**src/rtl/wav_riff_header_parser_top_defines.svh**
```systemverilog
// Assertion macros shared by the RIFF/WAVE header parser RTL.
`ifndef WAV_RIFF_HEADER_PARSER_TOP_DEFINES_SVH
`define WAV_RIFF_HEADER_PARSER_TOP_DEFINES_SVH

// Same-cycle implication, checked outside of reset.
`define WRP_ASSERT_NOW(label, clk, rst_n, ante, cons) \
    label: assert property (@(posedge clk) disable iff (!rst_n) (ante) |-> (cons)) \
        else $error("wrp assertion failed");

// Next-cycle implication, checked outside of reset.
`define WRP_ASSERT_NEXT(label, clk, rst_n, ante, cons) \
    label: assert property (@(posedge clk) disable iff (!rst_n) (ante) |=> (cons)) \
        else $error("wrp assertion failed");

`endif

```
**src/rtl/wrp_pkg.sv**
```systemverilog
// Shared types, constants and functions of the RIFF/WAVE header parser.
`default_nettype none

package wrp_pkg;

    localparam int CFG_INDEX_W = 2;
    localparam int CFG_DATA_W  = 32;

    localparam logic [CFG_INDEX_W-1:0] CFG_IDX_FALLBACK_RATE = 2'd0;
    localparam logic [CFG_INDEX_W-1:0] CFG_IDX_CHUNK_LIMIT   = 2'd1;

    localparam logic [31:0] FALLBACK_RATE_RESET = 32'd32000;
    localparam logic [7:0]  CHUNK_LIMIT_RESET   = 8'd20;

    localparam logic [2:0] PH_DONE = 3'd0;
    localparam logic [2:0] PH_RIFF = 3'd1;
    localparam logic [2:0] PH_HDR  = 3'd2;
    localparam logic [2:0] PH_FMT  = 3'd3;
    localparam logic [2:0] PH_SKIP = 3'd4;

    localparam logic [3:0] MAGIC_SIZE_FIRST = 4'd4;
    localparam logic [3:0] MAGIC_WAVE_FIRST = 4'd8;
    localparam logic [3:0] MAGIC_LAST       = 4'd11;
    localparam logic [3:0] MAGIC_LEN        = 4'd12;
    localparam logic [3:0] HDR_SIZE_FIRST   = 4'd4;
    localparam logic [3:0] HDR_LAST         = 4'd7;
    localparam logic [3:0] FMT_RATE_FIRST   = 4'd8;
    localparam logic [3:0] FMT_RATE_LAST    = 4'd11;
    localparam logic [3:0] FMT_INDEX_STOP   = 4'd12;

    localparam logic [31:0] TAG_DATA = 32'h6174_6164;
    localparam logic [23:0] TAG_FMT  = 24'h74_6D66;

    typedef struct packed {
        logic [31:0] fallback_rate;
        logic [7:0]  chunk_limit;
    } t_cfg;

    typedef struct packed {
        logic [7:0] data_byte;
        logic       first_byte;
        logic       last_byte;
    } t_byte_item;

    typedef struct packed {
        logic        header_ok;
        logic [31:0] bytes_per_sec;
        logic [31:0] data_offset;
        logic [31:0] data_size;
    } t_result;

    typedef struct packed {
        logic [2:0] phase;
        logic       emit;
    } t_parse_status;

    function automatic logic [7:0] riff_magic_byte(input logic [3:0] idx);
        logic [7:0] b;
        case (idx)
            4'd0:    b = 8'h52;
            4'd1:    b = 8'h49;
            4'd2:    b = 8'h46;
            4'd3:    b = 8'h46;
            4'd8:    b = 8'h57;
            4'd9:    b = 8'h41;
            4'd10:   b = 8'h56;
            4'd11:   b = 8'h45;
            default: b = 8'h00;
        endcase
        return b;
    endfunction

endpackage

`default_nettype wire

```
**src/rtl/wrp_cfg_regs.sv**
```systemverilog
// Configuration registers of the RIFF/WAVE header parser.
`default_nettype none

module wrp_cfg_regs
    import wrp_pkg::*;
(
    input  wire logic                   i_clk,
    input  wire logic                   i_rst_n,
    input  wire logic                   i_cfg_we,
    input  wire logic [CFG_INDEX_W-1:0] i_cfg_index,
    input  wire logic [CFG_DATA_W-1:0]  i_cfg_wdata,
    output t_cfg                        o_cfg
);

    t_cfg r_cfg;
    t_cfg n_cfg;

    always_comb begin
        n_cfg = r_cfg;
        if (i_cfg_we) begin
            case (i_cfg_index)
                CFG_IDX_FALLBACK_RATE: n_cfg.fallback_rate = i_cfg_wdata;
                CFG_IDX_CHUNK_LIMIT:   n_cfg.chunk_limit   = i_cfg_wdata[7:0];
                default:               n_cfg = r_cfg;
            endcase
        end
    end

    always_ff @(posedge i_clk) begin
        if (!i_rst_n) begin
            r_cfg.fallback_rate <= FALLBACK_RATE_RESET;
            r_cfg.chunk_limit   <= CHUNK_LIMIT_RESET;
        end else begin
            r_cfg <= n_cfg;
        end
    end

    assign o_cfg = r_cfg;

endmodule

`default_nettype wire

```
**src/rtl/wrp_in_stage.sv**
```systemverilog
// Input register that holds one byte transaction for the parser.
`default_nettype none

module wrp_in_stage
    import wrp_pkg::*;
(
    input  wire logic       i_clk,
    input  wire logic       i_rst_n,
    input  wire logic       i_in_valid,
    output logic            o_in_stall,
    input  wire t_byte_item i_item,
    output logic            o_item_valid,
    output t_byte_item      o_item,
    input  wire logic       i_item_take
);

    logic       r_valid;
    logic       n_valid;
    t_byte_item r_item;
    logic       accept;

    assign o_in_stall = r_valid && !i_item_take;
    assign accept     = i_in_valid && !o_in_stall;

    always_comb begin
        n_valid = r_valid;
        if (accept) begin
            n_valid = 1'b1;
        end else if (i_item_take) begin
            n_valid = 1'b0;
        end
    end

    always_ff @(posedge i_clk) begin
        if (!i_rst_n) begin
            r_valid <= 1'b0;
        end else begin
            r_valid <= n_valid;
        end
    end

    always_ff @(posedge i_clk) begin
        if (accept) begin
            r_item <= i_item;
        end
    end

    assign o_item_valid = r_valid;
    assign o_item       = r_item;

endmodule

`default_nettype wire

```
**src/rtl/wrp_parser.sv**
```systemverilog
// Parse state machine and result register of the RIFF/WAVE header parser.
`default_nettype none

module wrp_parser
    import wrp_pkg::*;
(
    input  wire logic       i_clk,
    input  wire logic       i_rst_n,
    input  wire t_cfg       i_cfg,
    input  wire logic       i_item_valid,
    input  wire t_byte_item i_item,
    output logic            o_item_take,
    input  wire logic       i_out_stall,
    output logic            o_out_valid,
    output t_result         o_result,
    output t_parse_status   o_status
);

    logic [2:0]  r_phase;
    logic [31:0] r_ofs;
    logic [3:0]  r_idx;
    logic [31:0] r_tag;
    logic [31:0] r_size;
    logic [31:0] r_skip;
    logic [7:0]  r_seen;
    logic [31:0] r_rate;
    logic        r_out_valid;
    t_result     r_result;

    logic [2:0]  n_phase;
    logic [31:0] n_ofs;
    logic [3:0]  n_idx;
    logic [31:0] n_tag;
    logic [31:0] n_size;
    logic [31:0] n_skip;
    logic [7:0]  n_seen;
    logic [31:0] n_rate;
    logic        n_out_valid;
    t_result     n_result;

    logic        out_free;
    logic        fire;
    logic        emit;
    logic        ok;
    logic        bad_magic;
    logic [31:0] byte_word;

    assign out_free    = !r_out_valid || !i_out_stall;
    assign fire        = i_item_valid && out_free;
    assign o_item_take = fire;
    assign byte_word   = {24'd0, i_item.data_byte};

    always_comb begin
        n_phase   = r_phase;
        n_ofs     = r_ofs;
        n_idx     = r_idx;
        n_tag     = r_tag;
        n_size    = r_size;
        n_skip    = r_skip;
        n_seen    = r_seen;
        n_rate    = r_rate;
        emit      = 1'b0;
        ok        = 1'b0;
        bad_magic = 1'b0;
        n_result  = r_result;

        if (fire && (i_item.first_byte || r_phase != PH_DONE)) begin
            if (i_item.first_byte) begin
                n_phase = PH_RIFF;
                n_ofs   = '0;
                n_idx   = '0;
                n_tag   = '0;
                n_size  = '0;
                n_skip  = '0;
                n_seen  = '0;
                n_rate  = i_cfg.fallback_rate;
            end else begin
                n_ofs = r_ofs + 32'd1;
            end

            n_result.bytes_per_sec = n_rate;
            n_result.data_offset   = n_ofs + 32'd1;

            case (n_phase)
                PH_RIFF: begin
                    bad_magic = (n_idx >= MAGIC_LEN) ||
                        ((n_idx < MAGIC_SIZE_FIRST || n_idx >= MAGIC_WAVE_FIRST) &&
                         i_item.data_byte != riff_magic_byte(n_idx));
                    if (bad_magic) begin
                        emit = 1'b1;
                    end else if (n_idx == MAGIC_LAST) begin
                        if (i_cfg.chunk_limit == 8'd0) begin
                            emit = 1'b1;
                        end else begin
                            n_phase = PH_HDR;
                            n_idx   = '0;
                        end
                    end else begin
                        n_idx = n_idx + 4'd1;
                    end
                end
                PH_HDR: begin
                    if (n_idx < HDR_SIZE_FIRST) begin
                        n_tag = ((n_idx == 4'd0) ? 32'd0 : n_tag) |
                            (byte_word << {n_idx[1:0], 3'b000});
                    end else if (n_idx <= HDR_LAST) begin
                        n_size = ((n_idx == HDR_SIZE_FIRST) ? 32'd0 : n_size) |
                            (byte_word << {n_idx[1:0], 3'b000});
                    end
                    if (n_idx >= HDR_LAST) begin
                        if (n_tag == TAG_DATA) begin
                            emit = 1'b1;
                            ok   = 1'b1;
                            n_result.bytes_per_sec = (n_rate != 32'd0) ? n_rate
                                                                      : i_cfg.fallback_rate;
                            n_result.data_size = n_size;
                        end else begin
                            n_seen = n_seen + 8'd1;
                            if (n_seen >= i_cfg.chunk_limit) begin
                                emit = 1'b1;
                            end else begin
                                n_skip = n_size;
                                n_idx  = '0;
                                if (n_size == 32'd0) begin
                                    n_phase = PH_HDR;
                                end else if (n_tag[23:0] == TAG_FMT) begin
                                    n_phase = PH_FMT;
                                end else begin
                                    n_phase = PH_SKIP;
                                end
                            end
                        end
                    end else begin
                        n_idx = n_idx + 4'd1;
                    end
                end
                PH_FMT: begin
                    if (n_idx >= FMT_RATE_FIRST && n_idx <= FMT_RATE_LAST) begin
                        n_tag = {i_item.data_byte, n_tag[31:8]};
                        if (n_idx == FMT_RATE_LAST) begin
                            n_rate = n_tag;
                        end
                    end
                    if (n_idx < FMT_INDEX_STOP) begin
                        n_idx = n_idx + 4'd1;
                    end
                    n_skip = n_skip - 32'd1;
                    if (n_skip == 32'd0) begin
                        n_phase = PH_HDR;
                        n_idx   = '0;
                    end
                end
                PH_SKIP: begin
                    n_skip = n_skip - 32'd1;
                    if (n_skip == 32'd0) begin
                        n_phase = PH_HDR;
                        n_idx   = '0;
                    end
                end
                default: begin
                    emit = 1'b1;
                end
            endcase

            if (i_item.last_byte) begin
                emit = 1'b1;
            end

            if (emit) begin
                n_phase            = PH_DONE;
                n_result.header_ok = ok;
                if (!ok) begin
                    n_result.bytes_per_sec = '0;
                    n_result.data_offset   = '0;
                    n_result.data_size     = '0;
                end
            end
        end
    end

    always_comb begin
        n_out_valid = r_out_valid;
        if (emit) begin
            n_out_valid = 1'b1;
        end else if (r_out_valid && !i_out_stall) begin
            n_out_valid = 1'b0;
        end
    end

    always_ff @(posedge i_clk) begin
        if (!i_rst_n) begin
            r_phase     <= PH_DONE;
            r_out_valid <= 1'b0;
        end else begin
            r_phase     <= n_phase;
            r_out_valid <= n_out_valid;
        end
    end

    always_ff @(posedge i_clk) begin
        r_ofs  <= n_ofs;
        r_idx  <= n_idx;
        r_tag  <= n_tag;
        r_size <= n_size;
        r_skip <= n_skip;
        r_seen <= n_seen;
        r_rate <= n_rate;
        if (emit) begin
            r_result <= n_result;
        end
    end

    assign o_out_valid    = r_out_valid;
    assign o_result       = r_result;
    assign o_status.phase = r_phase;
    assign o_status.emit  = emit;

endmodule

`default_nettype wire

```
**src/rtl/wav_riff_header_parser_top.sv**
```systemverilog
// An accepted byte is held in the input register until the parser takes it, and the
// result that it completes is registered in the result register and offered from there.
// Throughput: one byte transaction per cycle; the input register and the parse
// state advance every cycle unless a result waits in a stalled result register.
// Reset (synchronous, active low) empties both registers, returns the parser to
// the done state awaiting a first byte, and restores rate 32000 and limit 20.
`default_nettype none

`include "wav_riff_header_parser_top_defines.svh"

module wav_riff_header_parser_top
    import wrp_pkg::*;
(
    input  wire logic                   i_clk,
    input  wire logic                   i_rst_n,
    input  wire logic                   i_in_valid,
    output logic                        o_in_stall,
    input  wire logic [7:0]             i_data_byte,
    input  wire logic                   i_first_byte,
    input  wire logic                   i_last_byte,
    output logic                        o_out_valid,
    input  wire logic                   i_out_stall,
    output logic                        o_header_ok,
    output logic [31:0]                 o_bytes_per_sec,
    output logic [31:0]                 o_data_offset,
    output logic [31:0]                 o_data_size,
    input  wire logic                   i_cfg_we,
    input  wire logic [CFG_INDEX_W-1:0] i_cfg_index,
    input  wire logic [CFG_DATA_W-1:0]  i_cfg_wdata
);

    t_cfg          cfg;
    t_byte_item    in_item;
    t_byte_item    stage_item;
    logic          stage_valid;
    logic          stage_take;
    t_result       result;
    t_parse_status status;

    assign in_item.data_byte  = i_data_byte;
    assign in_item.first_byte = i_first_byte;
    assign in_item.last_byte  = i_last_byte;

    wrp_cfg_regs u_cfg_regs (
        .i_clk       (i_clk),
        .i_rst_n     (i_rst_n),
        .i_cfg_we    (i_cfg_we),
        .i_cfg_index (i_cfg_index),
        .i_cfg_wdata (i_cfg_wdata),
        .o_cfg       (cfg)
    );

    wrp_in_stage u_in_stage (
        .i_clk        (i_clk),
        .i_rst_n      (i_rst_n),
        .i_in_valid   (i_in_valid),
        .o_in_stall   (o_in_stall),
        .i_item       (in_item),
        .o_item_valid (stage_valid),
        .o_item       (stage_item),
        .i_item_take  (stage_take)
    );

    wrp_parser u_parser (
        .i_clk        (i_clk),
        .i_rst_n      (i_rst_n),
        .i_cfg        (cfg),
        .i_item_valid (stage_valid),
        .i_item       (stage_item),
        .o_item_take  (stage_take),
        .i_out_stall  (i_out_stall),
        .o_out_valid  (o_out_valid),
        .o_result     (result),
        .o_status     (status)
    );

    assign o_header_ok     = result.header_ok;
    assign o_bytes_per_sec = result.bytes_per_sec;
    assign o_data_offset   = result.data_offset;
    assign o_data_size     = result.data_size;

    `WRP_ASSERT_NOW(a_fail_fields_zero, i_clk, i_rst_n, o_out_valid && !o_header_ok, o_bytes_per_sec == 32'd0 && o_data_offset == 32'd0 && o_data_size == 32'd0)
    `WRP_ASSERT_NEXT(a_emit_ends_parse, i_clk, i_rst_n, status.emit, status.phase == PH_DONE && o_out_valid)
    `WRP_ASSERT_NOW(a_stall_only_on_full_out, i_clk, i_rst_n, o_in_stall, o_out_valid && i_out_stall && stage_valid)

endmodule

`default_nettype wire
```
**config.mk**
```make
export PLATFORM = sky130hd
export DESIGN_NAME = wav_riff_header_parser_top
export DESIGN_NICKNAME = d
export VERILOG_FILES = /design/src/rtl/wrp_pkg.sv /design/src/rtl/wrp_cfg_regs.sv /design/src/rtl/wrp_in_stage.sv /design/src/rtl/wrp_parser.sv /design/src/rtl/wav_riff_header_parser_top.sv
export VERILOG_INCLUDE_DIRS = /design/src /design/src/rtl
export SDC_FILE = /design/constraint.sdc
export NUM_CORES = 1
export LEC_CHECK = 0
export ABC_AREA = 1
export CAP_MARGIN = 25
export CORE_MARGIN = 3
export CORE_UTILIZATION = 65
export CTS_BUF_LIST = sky130_fd_sc_hd__clkbuf_16
export CTS_CLUSTER_DIAMETER = 60
export DETAILED_ROUTE_END_ITERATION = 10
export DONT_BUFFER_PORTS = 1
export PLACE_DENSITY = 0.79
export SYNTH_ARGS = -nofsm -noshare
export SYNTH_HDL_FRONTEND = slang
export SYNTH_HIERARCHICAL = 1
export SYNTH_SLANG_ARGS = --single-unit
```
**constraint.sdc**
```tcl
create_clock -name i_clk -period 16.2 [get_ports i_clk]
set_input_delay 2.43 -clock i_clk [delete_from_list [all_inputs] [get_ports i_clk]]
set_output_delay 2.43 -clock i_clk [all_outputs]
set_load 0.01 [all_outputs]
```
==> results.md <==
* CP max stage cell: buf_4
* Placed insts at 3,023
* Worst Path Buf+Inv at 7
* Synth Cell Area at slightly above 0.02 mm²
* Syn. warnings at 6
* Hold wc startpoint: u_cfg_regs/o_cfg[19]
* # fillers at 2,477
* Post-route setup TNS at 0 ns
* Initial core utilization at 66.3%
* Leak pwr at just over 0.009 µW
* CTS root buf: clkbuf_16
* Final Cycle Share at 37.9%
* Num CTS Buffers at 38
* Clk buf depth at 3
* Worst-skew pair later-pin latency at 0.54 ns
* Peak Freq at about 160 MHz
* GRT Total Usage at 37.1%
* Cells on Worst Hold Path at 2
* Vias after detailed routing at 19,000
* Worst vdd ir at 89.2 µV
* Vias/cell at ~6.1
* Reg-to-Reg End: u_parser/r_tag[18]
* Initial DRT Pass Iterations at 7
* Max Slew Vio Count at 0
* FF-to-FF setup slack at 10.06 ns
* Worst setup path class: reg -> reg
* Max incr delay on CP at roughly 0.95 ns
* Area Growth Syn to Fin at 6.46%
* Startpoint Class: register
* Crit-path max FO at 77
* Sink Count at 324
* Largest net degree at the start of global routing at 125
* WP data arrival at 6.30 ns
* Hold Path End: u_cfg_regs/o_cfg[19]
* Number of global-route vias before repair at around 18,000
* Worst Max-Slew Pin Slew at 1.16 ns
* Post-route ant nets at 0
* Worst-path clk slew at 0.06 ns
* Die area at about 0.033 mm²
* Core ar. at 0.0307 mm²
* Post-CTS Setup Bufs at 0
* Post-route minimum period at 6.14 ns
* CP Cell Sequence: buf_4 > nor2_1 > nor2_1 > nand2_1 > inv_2 > nor2_2 > buf_4 > inv_2 > nor2_1 > inv_2 > nor2_4 > a21oi_4 > buf_4 > buf_4
* Critical path's top delay family: buffers and inverters
* Initial antenna violation count at 1
* Syn Area/Cell at 7.47 µm²
* Min-Delay Path Class: reg -> reg
* Slew HR at 22.0%
* Clk_skew at approximately 0.023 ns
* First-pass GRT wire length at just under 100,000 µm
* DRC at 0
* Top Ports at 148
* Hold-fix buffer count after cts at 0
* Critical path's most frequent cell: buf_4
* Routability Congestion at 1.04
* GRT overflow at 0
* RSZ-0062 raised after global routing: false
* Cell count after synthesis at 2,722
* FP Rows at 64
* CP required at 16.36 ns
* Net Count, Synth at approximately 2,800
* Fraction of layout cells with a size suffix above 1 at between 5 and 6%
* Routed Wire Length at 63,600 µm
* Hold Vio Cnt, Final at 0
* Max_cap viols at 0
* Non-filler instance count after layout at ~3,100
* H-tree Lvls at 2
* Die extent in x at approximately 180 µm
* I/O Buffers at 0
* CP Capture Type: register
* Detail Placement HPWL at 45,500 µm
* Status: finished, final reports clean
* CTS tree: built
* Final Net Count at 2,736
* PwrDens at 94.6 mW/mm²
* R2R Path Start: u_in_stage/o_item[1]
* Chip Height at 183 µm
* Reg2reg path depth at 14
* Routed wire per std cell at 20.6 µm
* Initial DRC Count at between 2,000 and 3,000
* Resized cells post-CTS at 0
* Final setup viols at 0
-- through the flow --
step                      hold WS, ns  setup WS [ns]  cell area [µm²]  util [%]  power, µW
final                           0.467          10.06            21600      70.6       2050
after global routing            0.505           9.71            21600      70.5       2110
after CTS                       0.463          10.17            21600      70.4       2050
after detailed placement        0.448          10.17            20400      66.5       1220
after global placement          0.441          10.40            20400      66.4       1210
after floorplan                 0.429           1.99            20300         -       1160
-- layout make-up --
cell class / instances / area [µm²] / share of cell area [%]
sequential: 324 / 9280 / 42.9
multi-input combinational: 1910 / 9030 / 41.7
inverter: 374 / 1410 / 6.53
clock buffer: 39 / 976 / 4.51
tap: 396 / 495 / 2.29
clock inverter: 28 / 236 / 1.09
timing repair buffer: 21 / 203 / 0.937
antenna: 2 / 5.00 / 0.0231
-- sequential cells by signal, indices dropped and copies added (netlist names) --
register and flops:
u_cfg_regs/o_cfg 40, u_in_stage/o_item 10, u_in_stage/o_item_valid 1, u_parser/o_out_valid 1, u_parser/o_result 97, u_parser/r_idx 4
u_parser/r_ofs 32, u_parser/r_phase 3, u_parser/r_rate 32, u_parser/r_seen 8, u_parser/r_size 32, u_parser/r_skip 32
u_parser/r_tag 32
-- how the worst max path moves through the flow --
stage / cells past startpoint / end / from / slack, ns
6_report: 14 / u_parser/r_tag[18] / u_in_stage/o_item[1] / 10.06
5_1_grt: 14 / u_parser/r_rate[5] / u_in_stage/o_item[1] / 9.71
4_1_cts: 14 / u_parser/r_rate[15] / u_in_stage/o_item[1] / 10.17
3_5_place_dp: 14 / u_parser/r_tag[18] / u_in_stage/o_item[1] / 10.17
3_3_place_gp: 14 / u_parser/r_tag[19] / u_in_stage/o_item[1] / 10.40
2_1_floorplan: 5 / u_parser/o_result[0] / i_out_stall / 1.99
-- layout by cell type (no fill, tap or decap), drive strengths merged, types with 21 or more instances in the layout --
cell type and instances:
edfxtp 279, nand2 759, clkbuf 39, nor3 35
nor2 397, dfxtp 45, or2 21, inv 386
o21ai 230, nand4 30, a21oi 78, buf 21
xor2 35, nand3 177, o221ai 52
-- where the power goes --
part | internal [µW] | switching, µW | total [µW]
clock | 487 | 348 | 835
sequential | 947 | 26.0 | 973
combinational | 61.4 | 176 | 238
-- layer usage --
| layer | vias up | GRT usage, % | wire length (µm) |
|---|---|---|---|
| met3 | 189 | 6.80 | 7700 |
| met2 | 1284 | 58.0 | 28600 |
| li1 | 8835 | - | - |
| met1 | 8665 | 51.6 | 24500 |
| met4 | 2 | 15.3 | 2780 |
| met5 | - | 0 | 13 |
-- worst register-to-register path, stage by stage (launching register included) --
cell and delay [ns]:
edfxtp_1 0.31, buf_4 0.61, nor2_1 0.25, nor2_1 0.24
nand2_1 0.12, inv_2 0.16, nor2_2 0.04, buf_4 0.22
inv_2 0.33, nor2_1 0.18, inv_2 0.44, nor2_4 0.14
a21oi_4 0.79, buf_4 0.89, buf_4 1.02
(Power assumes the default switching activity.)
